## config.mk

```make
export PLATFORM = sky130hd
export DESIGN_NAME = chi_square_histogram_distance
export DESIGN_NICKNAME = d
export VERILOG_FILES = /design/src/chsq_pkg.sv /design/src/chi_square_histogram_distance.sv /design/src/chsq_front.sv /design/src/chsq_back.sv
export SDC_FILE = /design/constraint.sdc
export NUM_CORES = 1
export LEC_CHECK = 0
export ABC_AREA = 1
export BUFFER_PORTS_ARGS = -buffer_cell sky130_fd_sc_hd__clkbuf_2
export CAP_MARGIN = 20
export CELL_PAD_IN_SITES_DETAIL_PLACEMENT = 0
export CELL_PAD_IN_SITES_GLOBAL_PLACEMENT = 2
export CORE_UTILIZATION = 42
export CTS_BUF_LIST = sky130_fd_sc_hd__clkbuf_16
export DETAILED_ROUTE_END_ITERATION = 10
export GPL_ROUTABILITY_DRIVEN = 0
export PLACE_DENSITY_LB_ADDON = 0.1
export SETUP_SLACK_MARGIN = 0.2
export SYNTH_ARGS = -nofsm -noshare
export SYNTH_HDL_FRONTEND = slang
export SYNTH_HIERARCHICAL = 1
export SYNTH_SLANG_ARGS = --single-unit
```

## constraint.sdc

```tcl
create_clock -name clk_i -period 13.9 [get_ports clk_i]
set_input_delay 2.085 -clock clk_i [delete_from_list [all_inputs] [get_ports clk_i]]
set_output_delay 2.085 -clock clk_i [all_outputs]
set_load 0.03 [all_outputs]
```

## src/chsq_pkg.sv

```systemverilog
package chsq_pkg;

  localparam int unsigned FracBitsDef  = 16;
  localparam int unsigned CountW       = 16;
  localparam int unsigned AccW         = 48;
  localparam int unsigned DistW        = 24;

  typedef struct packed {
    logic [CountW-1:0] query_count;
    logic [CountW-1:0] ref_count;
    logic              last_bin;
  } chsq_in_t;

  typedef struct packed {
    logic [DistW-1:0] distance;
    logic             saturated;
  } chsq_out_t;

  typedef enum logic [2:0] {
    BkIdle,
    BkDiv,
    BkAdd,
    BkSqrt,
    BkOut
  } chsq_bk_state_e;

endpackage

```

## src/chi_square_histogram_distance.sv

```systemverilog
// chi-square histogram distance
// input channel: one beat per histogram bin, carrying the query count, the
// reference count and a last_bin flag; output channel: one beat per
// histogram, carrying the distance (unsigned, 8 fraction bits) and a flag
// telling whether the running sum saturated
// the front classifies each bin (sum, squared difference) into a two-entry
// queue; the back divides, accumulates and on the last bin takes the root
// the back takes one bin at a time and accepts the next only when idle; it
// divides with a radix-2 restoring divider; a bin with both counts zero
// skips the divider
// the last bin: its division, then the square root unit, then the result
// is presented from a register
// reset: accumulator and saturation flag clear, queue empty, no result
// pending; when the receiver stalls the result holds in the back, the queue
// fills and then in_ready_o drops
module chi_square_histogram_distance #(
  parameter int unsigned FracBits  = chsq_pkg::FracBitsDef
) (
  input  logic                clk_i,
  input  logic                rst_ni,
  input  logic                in_valid_i,
  output logic                in_ready_o,
  input  chsq_pkg::chsq_in_t  in_data_i,
  output logic                out_valid_o,
  input  logic                out_ready_i,
  output chsq_pkg::chsq_out_t out_data_o
);
  import chsq_pkg::*;

  // classified bin between front and back
  logic                q_valid, q_ready, q_last;
  logic [CountW:0]     q_sum;
  logic [2*CountW-1:0] q_sq;

  chsq_front u_front (
    .clk_i, .rst_ni, .in_valid_i, .in_ready_o, .in_data_i,
    .q_valid_o(q_valid), .q_ready_i(q_ready), .q_sum_o(q_sum),
    .q_sq_o(q_sq), .q_last_o(q_last)
  );

  chsq_back #(.FracBits(FracBits)) u_back (
    .clk_i, .rst_ni, .q_valid_i(q_valid), .q_ready_o(q_ready),
    .q_sum_i(q_sum), .q_sq_i(q_sq), .q_last_i(q_last),
    .out_valid_o, .out_ready_i, .out_data_o
  );

endmodule

```

## src/chsq_front.sv

```systemverilog
module chsq_front (
  input  logic                            clk_i,
  input  logic                            rst_ni,
  input  logic                            in_valid_i,
  output logic                            in_ready_o,
  input  chsq_pkg::chsq_in_t              in_data_i,
  output logic                            q_valid_o,
  input  logic                            q_ready_i,
  output logic [chsq_pkg::CountW:0]       q_sum_o,
  output logic [2*chsq_pkg::CountW-1:0]   q_sq_o,
  output logic                            q_last_o
);
  import chsq_pkg::*;

  // two-entry queue of classified bins: sum and squared difference
  logic [CountW:0]     sum_q [2];
  logic [2*CountW-1:0] sq_q [2];
  logic [1:0]          last_q;
  logic                wp_q, rp_q;
  logic [1:0]          cnt_q;

  logic [CountW-1:0] q, r, diff;
  logic              push, pop;

  assign q    = in_data_i.query_count[CountW-1:0];
  assign r    = in_data_i.ref_count[CountW-1:0];
  assign diff = (r >= q) ? (r - q) : (q - r);

  assign in_ready_o = (cnt_q != 2'd2);
  assign push       = in_valid_i && in_ready_o;
  assign q_valid_o  = (cnt_q != 2'd0);
  assign pop        = q_valid_o && q_ready_i;

  assign q_sum_o  = sum_q[rp_q];
  assign q_sq_o   = sq_q[rp_q];
  assign q_last_o = last_q[rp_q];

  always_ff @(posedge clk_i) begin
    if (push) begin
      sum_q[wp_q]  <= {1'b0, q} + {1'b0, r};
      sq_q[wp_q]   <= diff * diff;
      last_q[wp_q] <= in_data_i.last_bin;
    end
  end

  always_ff @(posedge clk_i or negedge rst_ni) begin
    if (!rst_ni) begin
      wp_q  <= 1'b0;
      rp_q  <= 1'b0;
      cnt_q <= 2'd0;
    end else begin
      if (push) wp_q <= ~wp_q;
      if (pop)  rp_q <= ~rp_q;
      cnt_q <= cnt_q + {1'b0, push} - {1'b0, pop};
    end
  end

endmodule

```

## src/chsq_back.sv

```systemverilog
module chsq_back #(
  parameter int unsigned FracBits  = chsq_pkg::FracBitsDef
) (
  input  logic                          clk_i,
  input  logic                          rst_ni,
  input  logic                          q_valid_i,
  output logic                          q_ready_o,
  input  logic [chsq_pkg::CountW:0]     q_sum_i,
  input  logic [2*chsq_pkg::CountW-1:0] q_sq_i,
  input  logic                          q_last_i,
  output logic                          out_valid_o,
  input  logic                          out_ready_i,
  output chsq_pkg::chsq_out_t           out_data_o
);
  import chsq_pkg::*;

  localparam int unsigned NumW  = 2*CountW + FracBits;
  localparam int unsigned DenW  = CountW + 1;
  localparam int unsigned StepW = $clog2(NumW + 1);
  localparam int unsigned SqSteps = AccW / 2;
  localparam int unsigned SqCntW  = $clog2(SqSteps + 1);
  localparam logic [AccW-1:0] AccMax = '1;

  chsq_bk_state_e state_q, state_d;

  logic [NumW-1:0]  quo_q;
  logic [DenW:0]    rem_q;
  logic [DenW-1:0]  den_q;
  logic [StepW-1:0] step_q;
  logic             last_q;
  logic [AccW-1:0]  acc_q;
  logic             sat_q;
  logic [AccW-1:0]  sv_q;
  logic [AccW-1:0]  sres_q;
  logic [AccW+1:0]  srem_q;
  logic [SqCntW-1:0] scnt_q;
  chsq_out_t        res_q;

  logic [DenW:0]   rem_sh;
  logic            ge;
  logic [AccW:0]   acc_sum;
  logic [AccW+1:0] srem_sh, strial;

  // restoring division, one quotient bit per cycle
  assign rem_sh = {rem_q[DenW-1:0], quo_q[NumW-1]};
  assign ge     = rem_sh >= {1'b0, den_q};
  assign acc_sum = {1'b0, acc_q} + {{(AccW-NumW+1){1'b0}}, quo_q};
  // digit-by-digit square root, two radicand bits per cycle
  assign srem_sh = {srem_q[AccW-1:0], sv_q[AccW-1 -: 2]};
  assign strial  = {sres_q, 2'b01};

  always_comb begin
    state_d = state_q;
    unique case (state_q)
      BkIdle: if (q_valid_i) state_d = (q_sum_i == '0) ? BkAdd : BkDiv;
      BkDiv:  if (step_q == StepW'(1)) state_d = BkAdd;
      BkAdd:  state_d = last_q ? BkSqrt : BkIdle;
      BkSqrt: if (scnt_q == SqCntW'(1)) state_d = BkOut;
      BkOut:  if (out_ready_i) state_d = BkIdle;
      default: state_d = BkIdle;
    endcase
  end

  always_comb begin
    q_ready_o   = (state_q == BkIdle);
    out_valid_o = (state_q == BkOut);
    out_data_o  = res_q;
  end

  always_ff @(posedge clk_i or negedge rst_ni) begin
    if (!rst_ni) begin
      state_q <= BkIdle;
      acc_q   <= '0;
      sat_q   <= 1'b0;
      step_q  <= '0;
      scnt_q  <= '0;
      last_q  <= 1'b0;
    end else begin
      state_q <= state_d;
      unique case (state_q)
        BkIdle: if (q_valid_i) begin
          last_q <= q_last_i;
          step_q <= StepW'(NumW);
        end
        BkDiv: step_q <= step_q - StepW'(1);
        BkAdd: begin
          if (acc_sum[AccW]) begin
            acc_q <= AccMax;
            sat_q <= 1'b1;
          end else begin
            acc_q <= acc_sum[AccW-1:0];
          end
          if (last_q) scnt_q <= SqCntW'(SqSteps);
        end
        BkSqrt: begin
          scnt_q <= scnt_q - SqCntW'(1);
          if (scnt_q == SqCntW'(1)) begin
            acc_q <= '0;
            sat_q <= 1'b0;
          end
        end
        BkOut: ;
        default: ;
      endcase
    end
  end

  always_ff @(posedge clk_i) begin
    unique case (state_q)
      BkIdle: begin
        quo_q <= (q_sum_i == '0) ? '0 : {q_sq_i, {FracBits{1'b0}}};
        rem_q <= '0;
        den_q <= q_sum_i;
      end
      BkDiv: begin
        rem_q <= ge ? (rem_sh - {1'b0, den_q}) : rem_sh;
        quo_q <= {quo_q[NumW-2:0], ge};
      end
      BkAdd: begin
        sv_q   <= acc_sum[AccW] ? AccMax : acc_sum[AccW-1:0];
        sres_q <= '0;
        srem_q <= '0;
      end
      BkSqrt: begin
        sv_q <= {sv_q[AccW-3:0], 2'b00};
        if (srem_sh >= strial) begin
          srem_q <= srem_sh - strial;
          sres_q <= {sres_q[AccW-2:0], 1'b1};
        end else begin
          srem_q <= srem_sh;
          sres_q <= {sres_q[AccW-2:0], 1'b0};
        end
        if (scnt_q == SqCntW'(1)) begin
          res_q.distance  <= (srem_sh >= strial) ? {sres_q[DistW-2:0], 1'b1}
                                                 : {sres_q[DistW-2:0], 1'b0};
          res_q.saturated <= sat_q;
        end
      end
      BkOut: ;
      default: ;
    endcase
  end

endmodule

```

Word level (Yosys, flattened, before mapping)

Memory sizes are Yosys's and may differ from the RTL's.
Index checks and enable logic that the tools add are counted.

Register bits: 321
Memory bits (writable): 98
Input port bits: 37
Memories: 2

Memories:

| memory        | depth | width | read ports | clocked after memory_dff | wr ports | line             | text |
|---|---|---|---|---|---|---|---|
| u_front.sq_q  | 2     | 32    | 1          | 0                        | 1        | chsq_front.sv:17 | `logic [2*CountW-1:0] sq_q [2];` |
| u_front.sum_q | 2     | 17    | 1          | 0                        | 1        | chsq_front.sv:16 | `logic [CountW:0] sum_q [2];` |

$add $sub $neg: 10
$mul: 1
Magnitude comparators: 6
Equal/unequal tests: 13
Multiplexer cells: 35
Bitwise gates (word level): 2
Reductions and logical operators: 15

Operators by type and width:

| kind               | number |
|---|---|
| $pmux 48 s2        | 5 |
| $mux 48            | 4 |
| $ge 50x50->1       | 1 |
| $add 48x48->49     | 1 |
| $sub 48x48->48     | 1 |
| $pmux 17 s2        | 1 |
| $mul 16x16->32     | 1 |
| $sub 16x16->16     | 2 |
| $ge 18x17->1       | 1 |
| $add 16x16->17     | 1 |
| $logic_not 17->1   | 1 |
| $mux 17            | 1 |
| $sub 17x17->17     | 1 |
| $ge 16x16->1       | 1 |
| $mux 16            | 1 |
| $pmux 3 s5         | 1 |
| $mux 3             | 4 |
| $ne 2x1->1 const B | 6 |
| $pmux 6 s2         | 1 |
| $pmux 5 s2         | 1 |
| $reduce_and 2->1   | 5 |
| $mux 1             | 9 |
| $eq 3x2->1 const B | 2 |
| $eq 6x1->1 const B | 1 |
| 22 further kinds   | 29 |

Logic depth before layout (Yosys ltp)

Gate-level depths: netlist of the first run.

Depth in word-level cells: 5
Depth in mapped cells: 38
Mapped depth without buffers: 37

By module

Netlist of the first run, hierarchy kept.

Modules (own cells, without submodules):

| module     | times used | cells an instance | area an instance (um2) |
|---|---|---|---|
| chsq_back  | 1          | 3121              | 22064.9 |
| chsq_front | 1          | 1670              | 13721.9 |

Least setup slack after synthesis of the first run

Ideal clock, no wire load.

Kind: input port to flip-flop
Start point: in in_data_i[1] in the netlist's numbering
End point: mem u_front/sq_q[0][27] in the netlist's numbering, data pin
Library setup time: 0.269 ns
Arrival time: 8.327 ns
Data required time: 13.631 ns
Slack: 5.304 ns
Stages: 33
Path through: inv_1 > ha_1 > inv_1 > fa_1 > nand3_1 > nand3_1 > nand2_1 > nand3_1 > nand2_1 > nand2_4 > buf_2 > nand2_1 > nand2_1 > buf_4 > nor2_1 > fa_1 > fa_1 > inv_1 > fa_1 > inv_1 > fa_1 > fa_1 > inv_1 > fa_1 > inv_1 > ha_1 > a21oi_1 > o21ai_0 > a21oi_1 > nand2_1 > a21oi_1 > o21ai_0 > xor2_1

Cells in the longest elaborated chain, start to end: 3
Elaborated cells on any way between the ends: 5
Those cells by class: add/sub (2); mul (1); order compare (1); mux (1)

RTL lines:

| item                                                  | line                                | text |
|---|---|---|
| start: declaration                                    | chi_square_histogram_distance.sv:23 | `input chsq_pkg::chsq_in_t in_data_i,` |
| $sub 16x16->16 / $ge 16x16->1 (equally long branches) | chsq_front.sv:27                    | `assign diff = (r >= q) ? (r - q) : (q - r);` |
| $mux 16 (*)                                           | chsq_front.sv:27                    |  |
| $mul 16x16->32 (*)                                    | chsq_front.sv:41                    | `sq_q[wp_q] <= diff * diff;` |
| end: declaration                                      | chsq_front.sv:17                    |  |

Every way passes the cells marked *; elsewhere a longest branch is shown, timed or not.

Final worst setup path of the first run

Start point: in in_data_i[1] in the netlist's numbering
End point: mem u_front/sq_q[1][27] in the netlist's numbering, data pin

The elaborated chain is that of the path after synthesis.

==> results of run 1 <==
[flip-flops by register name, indices dropped and copies added, names as in the netlist, 25 cells and up]
name,count
u_back/quo_q,48
u_back/sv_q,48
u_front/sq_q,62
u_front/sum_q,32
u_back/out_data_o,25
u_back/sres_q,48
u_back/acc_q,48
u_back/srem_q,48
[metal layers]
layer / vias to the layer above / share of wire
li1: 14900 / -
met1: 13550 / 0.49
met2: 552 / 0.45
met3: 109 / 0.042
met4: 0 / 0.021
met5: - / 0
[final cells by class]
type	instances	area, sq um	area share
Multi-Input combinational cell	3379	19820	0.5100
Sequential cell	415	12120	0.3119
Inverter	898	3372	0.08676
Tap cell	1134	1419	0.03651
Clock buffer	49	1226	0.03155
Timing Repair Buffer	84	495.5	0.01275
Clock inverter	43	405.4	0.01043
Antenna cell	1	2.502	0.00006439
[final timing paths]
check                                  start                    end  slack, ns  cells after the start
setup / recovery                in_data_i[1]    u_front/sq_q[1][27]       4.65                     31
hold / removal             u_back/sres_q[20]  u_back/out_data_o[22]       0.44                      0
setup reg to reg             u_back/quo_q[0]        u_back/sv_q[27]       9.81                     15
hold reg to reg            u_back/sres_q[20]  u_back/out_data_o[22]       0.44                      0
max in group asynchronous             rst_ni       u_back/acc_q[37]      12.00                      2
min in group asynchronous             rst_ni          u_back/last_q       1.28                      1
[stage by stage]
step | hold slack [ns] | cell area [sq um] | std cells
5_1_grt | 0.4603 | 38860 | 6002
4_1_cts | 0.4423 | 38830 | 6001
2_1_floorplan | 0.4253 | 35790 | 4791
6_report | 0.4447 | 38860 | 6003
3_5_place_dp | 0.4346 | 37200 | 5909
3_3_place_gp | 0.4324 | 37200 | 5909
[cell families after synthesis]
kind of cell,Yosys count,synth area share
AOI/OAI and AO/OA,357,0.05507
adders and majority gates,435,0.1880
other,1,0.0001048
muxes,1,0.0003146
DFF,415,0.3387
and+or+nand+nor,2457,0.2770
buffers and inverters,997,0.1090
xor gates and xnor gates,128,0.03185
[cells in the final DEF, fill, tap and decap left out, drive strengths merged, types with 4 or more instances in the layout]
master	count
nand3	207
xor2	58
clkbuf	111
o21bai	26
nand4	37
ha	264
edfxtp	347
nand2	1654
a21oi	183
dfrtp	68
fa	171
a21boi	6
nor3	37
clkinv	25
or2	5
and2	5
nand3b	12
buf	22
nor2	487
o21a	4
xnor2	70
bufinv	5
inv	908
a21o	9
o21ai	105
a31oi	10
nor4	7
==> flow_results.org, run 1 <==
** Status
- Outcome :: complete, no violations

** Route
- Wires add up to 104200 microns.
- Drt wl/cell :: around 17 microns
- Routed vias :: 29110
- DRC violations left :: 0
- Using the TritonRoute via totals, the vias-per-cell ratio works out to between 4 and 5.
- The detail route stage leaves a number of antenna-violating nets equal to 0.
- Drt first pass iters :: 5
- Drt first-iter violations :: between 1500 and 2000

** Clock tree
- The clock passes through at most 3 buffers.
- Total CTS buffers :: 49
- At the later pin of the worst-skew pair, clock insertion delay measures about 0.63 ns.
- TritonCTS built the clock tree.
- Clock-pin transition on the worst setup and hold timing paths :: 0.06 ns
- The tree is rooted in a clkbuf_16.
- In this run, post-CTS hold repair placed 0 buffers.
- Number of levels in the clock H-tree :: 2
- Once the clock tree was built, the setup fixing pass inserted 0 buffers.
- Post_cts resized :: 0
- The clock net in this run drives a total of 415 sinks.

** Worst setup path
- Crit start category :: input port
- On the critical path the largest part of the delay comes from adder cells.
- Critical Path End Type :: flip-flop
- Most used cell along the critical path :: nand2_1
- Kind of critical path :: in2reg
- Data arrival, critical path :: ~9.6 ns
- The number of buffers and inverters on the critical path is 7.
- Stage delay of the slowest cell on the critical path :: 0.73 ns
- Of all nets on the critical path, the largest fanout is 19.
- CP max-delay cell :: ha_1
- Crit path required time :: ~14 ns

** Floorplan
- The region available for standard cell placement spans 83950 sq um.
- Die width :: 293.9 microns
- For this configuration, the core starts out at a cell density of 0.4263.
- From bottom edge to top edge, the die measures 293.9 microns.
- Placement Rows :: 106
- DIE AREA :: 86380 sq um
- For this design the top-level I/O count stands at 64.

** Timing
- Timing would allow up to ~110 MHz.
- Worst clock skew on the final layout :: about 0.043 ns
- Of the available clock period, the critical path in the final layout requires 0.6653.
- Slew Limit Fails :: 0
- RSZ-0062 raised after global routing :: false
- Worst slew pin tran :: 0.9580 ns
- Final worst setup slack :: 4.652 ns
- Setup total negative slack on the finished layout was measured at 0 ns.
- Setup violations remaining at the end of the flow were counted as 0.
- For the finished layout, the period the worst path requires is a little over 9 ns.
- The final number of hold-violating endpoints is 0.
- In this run the tightest slew margin relative to its limit is 0.3613.

** Finish
- In the final design database the tool counted between 5000 and 6000 nets.
- Post-layout utilization of the core :: 0.4629
- Relative to the synthesized area, the layout overhead comes to 8.601%.
- Fill count :: 8692
- Share of layout cells above drive strength 1 :: 0.05094

** GRT
- The first global-routing pass estimated 164000 microns of wire.
- Across every metal layer, demand over resource in global routing totals 0.2436.
- After global routing, the most crowded layer is met2.
- Entering global routing, the biggest net connects 79 pins.
- M3 GR Usage :: 0.02787
- Global routing met2 resource utilization :: 0.3906
- The via count of the first global-routing pass was approximately 29000.
- After global routing the overflow that remains totals 0.
- The initial antenna violation count is 0.
- Met1 track utilization from global routing :: 0.3504

** Place
- In this run the tool buffered the top-level ports with 63 buffer cells.
- The wire-length estimate of the detail-placed layout is 83150 microns.
- Pre-CTS WS :: 4.090 ns

** Yosys
- Sorting the synthesized cells by area gives the leading types as edfxtp_1, nand2_1, fa_1.
- Yosys mapped the design onto 55 distinct sky130hd cell types.
- Of the synthesized area, sequential elements account for 0.3387.
- Cell area after synthesis :: 35790 sq um
- Among all flip-flop cells after synthesis, the most frequent one is edfxtp_1.
- The share of synthesized area in the top cell type comes to 0.2912.
- In this run, synthesis produced a sequential element count of 415.
- In the synthesized netlist the async set-or-reset flop fraction comes to 0.1639.
- The biggest area contributor in the post-synthesis netlist is edfxtp_1.
- By count the netlist is led by nand2_1, inv_1, nor2_1.
- Synthesis produced a netlist with a net count of 5263.
- Number of cells produced by synthesis :: 4791
- nand2_1 is the most common cell in the netlist.
- During synthesis, Yosys emitted a total of 6 warnings.
- The average instance in the mapped netlist occupies 7.470 sq um.
- Counting flops with a built-in enable in the synthesized netlist gives 347.

** Job
- Count of max-cap constraint violations :: 0

** Min path
- The min-delay analysis places its worst path in the category reg2reg.
Power of run 1 is left out: the tool's default activity adds up to more than one toggle a clock period on the data nets, which glitch-free logic cannot reach.
==> inputs of run 2 (changes only) <==
--- a/config.mk
+++ b/config.mk
@@ -5,12 +5,12 @@
 export SDC_FILE = /design/constraint.sdc
 export NUM_CORES = 1
 export LEC_CHECK = 0
-export ABC_AREA = 1
+export ABC_AREA = 0
 export BUFFER_PORTS_ARGS = -buffer_cell sky130_fd_sc_hd__clkbuf_2
 export CAP_MARGIN = 20
 export CELL_PAD_IN_SITES_DETAIL_PLACEMENT = 0
 export CELL_PAD_IN_SITES_GLOBAL_PLACEMENT = 2
-export CORE_UTILIZATION = 42
+export CORE_UTILIZATION = 38
 export CTS_BUF_LIST = sky130_fd_sc_hd__clkbuf_16
 export DETAILED_ROUTE_END_ITERATION = 10
 export GPL_ROUTABILITY_DRIVEN = 0
==> constraint.sdc (replaced) <==
create_clock -name clk_i -period 8.4 [get_ports clk_i]
set_input_delay 1.26 -clock clk_i [delete_from_list [all_inputs] [get_ports clk_i]]
set_output_delay 1.26 -clock clk_i [all_outputs]
set_load 0.03 [all_outputs]
==> flow_results.org, run 2 <==
** Finish
- Leading cell type in the layout, fill and taps excluded :: inv_1
- Area growth, synth to finish :: 20.94%
- The library cells used most frequently in the layout, excluding fill and tap cells, are inv_1, edfxtp_1, nor2_1.
- Fill count :: 7778
- The finished cells cover 38660 sq um.
- Largest register FFs :: between 60 and 70
- The repair_antennas step left the layout with diodes totalling 0.
- The count of cells in the finished layout, fillers not included, comes to roughly 4600.
- Share of layout cells above drive strength 1 :: 0.2124
- At the end of the flow the core is filled with cells to 0.4678.
- The final layout contains 4013 nets.
- Biggest register :: u_front/sq_q

** Yosys
- Mux contribution to synthesized area :: 0.03421
- After synthesis the cells add up to 31960 sq um.
- Yosys printed 6 warnings.
- Primary FF master, synth :: edfxtp_1
- edfxtp_1 takes more of the synthesized area than any other cell.
- Of the total synthesized cell area, the portion taken by XOR and XNOR cells is 0.04889.
- The number of nets handed over by synthesis was 3702.
- Count of unique library cells instantiated by Yosys :: just over 100
- In this run, synthesis produced a sequential element count of 415.
- Number of synthesized flops with an enable pin :: approximately 350
- By area the synthesized netlist is led by edfxtp_1, fa_1, ha_1.
- Adder-cell area share of the yosys netlist :: 0.2105
- Compound-Gate Fraction of Synth Area :: 0.1331
- Mean instance size in the synthesized netlist :: 9.895 sq um
- For this run, asynchronously set or reset flops after synthesis account for 0.1639.
- By area, the combinational part of the netlist is dominated by adder cells.
- Post-Synth Simple-Gate Area :: 0.1262
- The most common cell in the synthesized netlist is inv_1.
- The share of synthesized area in the top cell type comes to 0.3260.
- Commonest cells in the netlist :: inv_1, edfxtp_1, nor2_1
- Sequential-to-total area share from yosys stat :: 0.3793
- After technology mapping, the gate count stands at ~3200.

** Worst setup path
- The critical path contains buffers and inverters numbering 8 combined.
- Crit-path max FO :: 4
- In this design, the stage delay of the slowest critical-path cell is 0.56 ns.
- Among all stages on the critical path, the largest delay is contributed by fa_1.
- STA puts the critical path data required time at a little under 9 ns.
- For the worst setup path, the data arrival time is 8.53 ns.
- STA classifies the critical path endpoint as a flip-flop.
- Family of cells with the greatest summed delay on the critical path :: adder cells
- The worst setup path is launched from an input port.
- By startpoint and endpoint, the worst setup path is classified as in2reg.

** Floorplan
- Total I/O pin count :: 64
- The floorplan step set the die width to 292.0 microns.
- The die covers roughly 85000 sq um.
- Initial Utilization :: 0.3868
- The floorplan step defined a core boundary enclosing 82640 sq um.
- Placement Rows :: 105
- Die Y-Extent :: ~300 microns

** Timing
- RSZ-0062 raised after global routing :: true
- Subtracting the final worst setup slack from the clock period gives 8.209 ns.
- Total setup violations reported at the end of the flow :: 0
- Adding up every negative setup slack in the final design gives 0 ns.
- Relative slew slack :: 0.2666
- The total count of max-transition violations in the final report is 0.
- For the pin with the worst max-slew slack, the measured transition is approximately 1.1 ns.
- Number of hold violations in the final report :: 0
- Worst clock skew on the final layout :: 0.01973 ns
- Of the available clock period, the critical path in the final layout requires 0.9773.
- Peak clock frequency supported by timing :: approximately 120 MHz

** Min path
- Path class of the lowest-slack min-delay path :: reg2reg

** Route
- Drt first pass iters :: 5
- Remaining antenna violation count :: 0
- Ratio of routed vias to standard cells :: 5.139
- Summed over all layers, the routed wires come to 82810 microns.
- After detailed routing, the average wire length per cell comes to roughly 18 microns.
- After detailed routing, the number of remaining DRC violations is 0.
- Routed vias :: 23880
- Drt first-iter violations :: 1228

** Clock tree
- TritonCTS built the clock tree.
- The clock passes through at most 3 buffers.
- The clock drives just over 400 sinks.
- Clock-pin transition on the worst setup and hold timing paths :: 0.06 ns
- Total CTS buffers :: 45
- CTS placed an instance of clkbuf_16 at the clock tree root.
- The H-tree was split into 2 levels.
- Clk Latency, worst-skew pair :: 0.58 ns

** GRT
- Total congestion overflow :: 0
- Initial antenna violation count :: 0
- Pin count of the biggest net entering global routing :: 98
- The via count of the first global-routing pass came to 24980.
- The first global-routing pass estimated about 130000 microns of wire.
- Global router's overall resource usage :: 0.1955

** Place
- Number of I/O port buffers :: 63
- The number of placed instances, taps included, is 4500.
- The placed instances occupy a cell area of 35590 sq um.
- HPWL after DPL :: 61750 microns

** Status
- Outcome :: complete, no violations

** Job
- Across the run, the number of max-cap violations was 0.
==> run 2: cell types whose count changed in the layout (fill, tap and decap cells not counted), moves of 53 or more <==
cell and delta:
buf_4 +280, nand2_1 -1398, nor2_1 -141, a21o_1 +53, inv_1 -507, nand3_1 -106
==> run 2: per-layer routing <==
metal	vias up	GRT usage	share of wire
met1	11630	0.2750	0.49
met5	-	0	0
met4	0	0.05494	0.023
li1	11790	-	-
met2	365	0.3200	0.46
met3	102	0.01834	0.027
==> run 2: path summary, 6_finish.rpt <==
| check | startpoint | endpoint | slack [ns] | cells after the start |
|---|---|---|---|---|
| setup / recovery | in_data_i[2] | u_front/sq_q[0][31] | 0.19 | 31 |
| hold / removal | u_back/sres_q[15] | u_back/out_data_o[17] | 0.45 | 0 |
| setup reg to reg | u_back/sres_q[7] | u_back/srem_q[35] | 3.99 | 14 |
| hold reg to reg | u_back/sres_q[15] | u_back/out_data_o[17] | 0.45 | 0 |
| max in group asynchronous | rst_ni | u_front/rp_q | 7.18 | 2 |
| min in group asynchronous | rst_ni | u_back/acc_q[34] | 0.64 | 1 |
==> run 2: worst reg2reg max path: cells and delay by family (launching register included) <==
kind / cells / cell delay, ns
simple gates: 4 / 0.89
compound gates: 6 / 1.73
flops: 1 / 0.38
fa+ha+maj: 1 / 0.38
buf+inv: 3 / 0.79
==> run 2: timing repair <==
item                                    in CTS  in global routing
gates resized for setup                     67                158
endpoints found under the setup margin      22                 32
buffers inserted                            30                 30
pin swaps                                   63                 93
cloned                                       1                  1
hold buffers                                 0                  0
==> run 2: logic make-up after synthesis <==
family,count (synthesis)
AOI/OAI and AO/OA,669
and+or+nand+nor,895
buffers and inverters,542
other,1
adders and majority gates,435
muxes,103
DFF,415
xor gates and xnor gates,170
==> run 2: cell type report <==
class	instances	area (sq um)	share of cell area
flip-flops and latches	415	12120	0.3136
inverters	404	1546	0.04001
well taps	1070	1339	0.03463
clock inverters	38	277.8	0.007186
multi-input cells	2273	18980	0.4910
repair buffers	402	3238	0.08377
clock buffers	46	1151	0.02978
==> run 2: metrics by stage <==
| step | setup slack [ns] | hold slack (ns) |
|---|---|---|
| 3_3_place_gp | -0.6899 | 0.4395 |
| 2_1_floorplan | 0.02697 | 0.4264 |
| 4_1_cts | 0.2004 | 0.4603 |
| 5_1_grt | -0.1152 | 0.4639 |
| 6_report | 0.1907 | 0.4521 |
| 3_5_place_dp | -0.7366 | 0.4433 |
Power of run 2 is left out for the same reason.
==> inputs of run 3 (changes only) <==
--- a/config.mk
+++ b/config.mk
@@ -15,7 +15,7 @@
 export DETAILED_ROUTE_END_ITERATION = 10
 export GPL_ROUTABILITY_DRIVEN = 0
 export PLACE_DENSITY_LB_ADDON = 0.1
-export SETUP_SLACK_MARGIN = 0.2
+export SETUP_SLACK_MARGIN = 0.4
 export SYNTH_ARGS = -nofsm -noshare
 export SYNTH_HDL_FRONTEND = slang
 export SYNTH_HIERARCHICAL = 1
==> flow_results.org, run 3 (synthesis results as in run 2) <==
** Status
- The run finished with clean final reports.

** Clock tree
- The clock passes through at most 3 buffers.
- TritonCTS built the clock tree.
- Clock-pin slew was measured on the worst setup and hold paths at 0.06 ns.
- Buffers inserted during clock tree synthesis total 47.
- In this run the number of H-tree levels came out at 2.
- Clock tree synthesis selected as its root buffer the cell clkbuf_16.
- Clk Latency, worst-skew pair :: 0.58 ns
- Counting every sink on the clock net gives just over 400.

** Floorplan
- Core region area :: 82640 sq um
- The initial utilization of the core area, before any placement, comes to 0.3868.
- Total I/O pin count :: 64
- Placement Rows :: 105
- DIE AREA :: 85270 sq um
- From left edge to right edge, the die measures 292.0 microns.
- Die Y-Extent :: 292.0 microns

** GRT
- Total congestion overflow :: 0
- Entering global routing, the biggest net connects 95 pins.
- The initial antenna violation count was 0.
- The via count of the first global-routing pass is 24590.
- First-pass GRT wire length :: 133400 microns
- Across every metal layer, demand over resource in global routing totals 0.1937.

** Route
- For this block, the routed nets add up to slightly above 80000 microns of wire.
- In this run the remaining antenna-violating nets after routing total 0.
- Drt first pass iters :: 5
- In this run, the number of DRC markers left after iteration 0 of detailed routing was 1313.
- Ratio of routed vias to standard cells :: 5.099
- DRC violations left :: 0
- The detailed router placed 23620 vias in this run.
- Drt wl/cell :: about 18 microns

** Timing
- Measured against its own limit, the worst slew margin works out to 0.2927.
- Worst slew pin tran :: 1.061 ns
- The clock arrives with 0.01896 ns of skew.
- The final number of hold-violating endpoints came to 0.
- Total setup violations reported at the end of the flow :: 0
- Peak clock frequency supported by timing :: 122.7 MHz
- Slew Limit Fails :: 0
- RSZ-0062 raised after global routing :: true
- In the finished design, the share of the clock period the worst path needs comes to 0.9703.
- After layout, the worst setup slack is 0.2492 ns.
- Shortest period the worst path allows :: 8.151 ns

** Worst setup path
- Kind of critical path :: in2reg
- Buffers & Inverters on Critical Path :: 11
- At the worst endpoint, the arrival time is 8.45 ns.
- CP max-delay cell :: fa_1
- Worst setup path end :: u_front/sq_q[1][31]
- Worst path depth :: 36
- Internal reg-to-reg setup slack :: roughly 3.8 ns
- Stage delay of the slowest cell on the critical path :: 0.54 ns
- The worst register-to-register path has a depth of 13.
- Crit-path max FO :: 5
- Family of cells with the greatest summed delay on the critical path :: adder cells
- The startpoint identified for the worst register-to-register timing path is u_back/srem_q[27].
- Crit path required time :: roughly 8.7 ns
- STA classifies the critical path startpoint as an input port.
- Most used cell along the critical path :: fa_1
- The endpoint identified for the worst register-to-register timing path is u_back/srem_q[38].
- STA classifies the critical path endpoint as a flip-flop.
- Tracing the worst setup path back leads to its startpoint at in_data_i[9].

** Finish
- Fill count :: 7772
- Antenna fix cells :: 0
- After the last flow step, the layout net total stands at 3999.
- The multi-input combinational cells in the finished layout cover a total of 18860 sq um.
- The register with the most flip-flops in the layout has 62 of them.
- Summing all flip-flop and latch instances after layout gives 12120 sq um.
- Post-layout utilization of the core :: 0.4657
- u_front/sq_q holds more flip-flops than any other register.
- Final non-filler cell total :: 4632
- The area growth from synthesis to layout is 20.41%.
- In the final layout, the share of cells above drive strength 1 is 0.2139.
- Commonest cells after routing, fill and taps aside :: inv_1, edfxtp_1, nor2_1
- Leaving out fill and tap cells, the most frequent cell in the layout is inv_1.

** Place
- Detailed placement finished with a half-perimeter wire length of 61260 microns.
- The number of placed instances, taps included, is approximately 4500.
- Number of I/O port buffers :: 63
- Pre-CTS WS :: -0.6666 ns

** Job
- Across the run, the number of max-cap violations was 0.

** Min path
- Path class of the lowest-slack min-delay path :: reg2reg
[run 3: changes by cell type in the layout (fill, tap and decap cells not counted), moves of 3 or more]
cell and delta:
xnor2_2 +3, bufinv_16 +7, ha_2 -4, clkinv_2 +5
nor2_4 -3, ha_4 +4, inv_1 -20, clkinv_1 -4
inv_2 +7, a31oi_4 -3, buf_4 -4, clkbuf_2 +3
buf_6 -11, buf_8 -3
[run 3: metrics by stage]
stage | hold slack [ns] | area, sq um | TNS [ns]
after floorplan | 0.4264 | 32490 | 0
after global placement | 0.4339 | 35580 | -10.17
after detailed placement | 0.4355 | 35580 | -12.36
after CTS | 0.4414 | 38030 | 0
after global routing | 0.4524 | 38480 | 0
final | 0.4490 | 38480 | 0
[run 3: final cells by class]
cell class | instances | share of cell area
Tap cell | 1070 | 0.03479
Clock inverter | 37 | 0.01187
Clock buffer | 47 | 0.03056
Sequential cell | 415 | 0.3150
Timing Repair Buffer | 385 | 0.07744
Multi-Input combinational cell | 2274 | 0.4900
Inverter | 404 | 0.04031
[run 3: repair_timing]
item	CTS	global route
setup endpoints to repair	25	30
hold buffers	0	0
gates resized for setup	109	79
pin swaps	52	36
cloned	2	0
setup buffers	30	18
[run 3: worst min path at each step]
stage          cells after the start  slack, ns         startpoint                    end
2_1_floorplan                      0       0.43   u_back/sres_q[8]  u_back/out_data_o[10]
3_3_place_gp                       0       0.43   u_back/sres_q[2]   u_back/out_data_o[4]
3_5_place_dp                       0       0.44  u_back/sres_q[18]  u_back/out_data_o[20]
4_1_cts                            0       0.44   u_back/sres_q[2]   u_back/out_data_o[4]
5_1_grt                            0       0.45   u_back/sres_q[2]   u_back/out_data_o[4]
6_report                           0       0.45  u_back/sres_q[18]  u_back/out_data_o[20]
[run 3: routing by layer]
| metal | share of wire | wire, microns | GRT usage |
|---|---|---|---|
| met4 | 0.020 | 1646 | 0.04621 |
| met5 | 0 | 0 | 0 |
| met1 | 0.50 | 40910 | 0.2774 |
| met2 | 0.45 | 37280 | 0.3121 |
| met3 | 0.029 | 2346 | 0.02154 |
Power of run 3 is left out for the same reason.
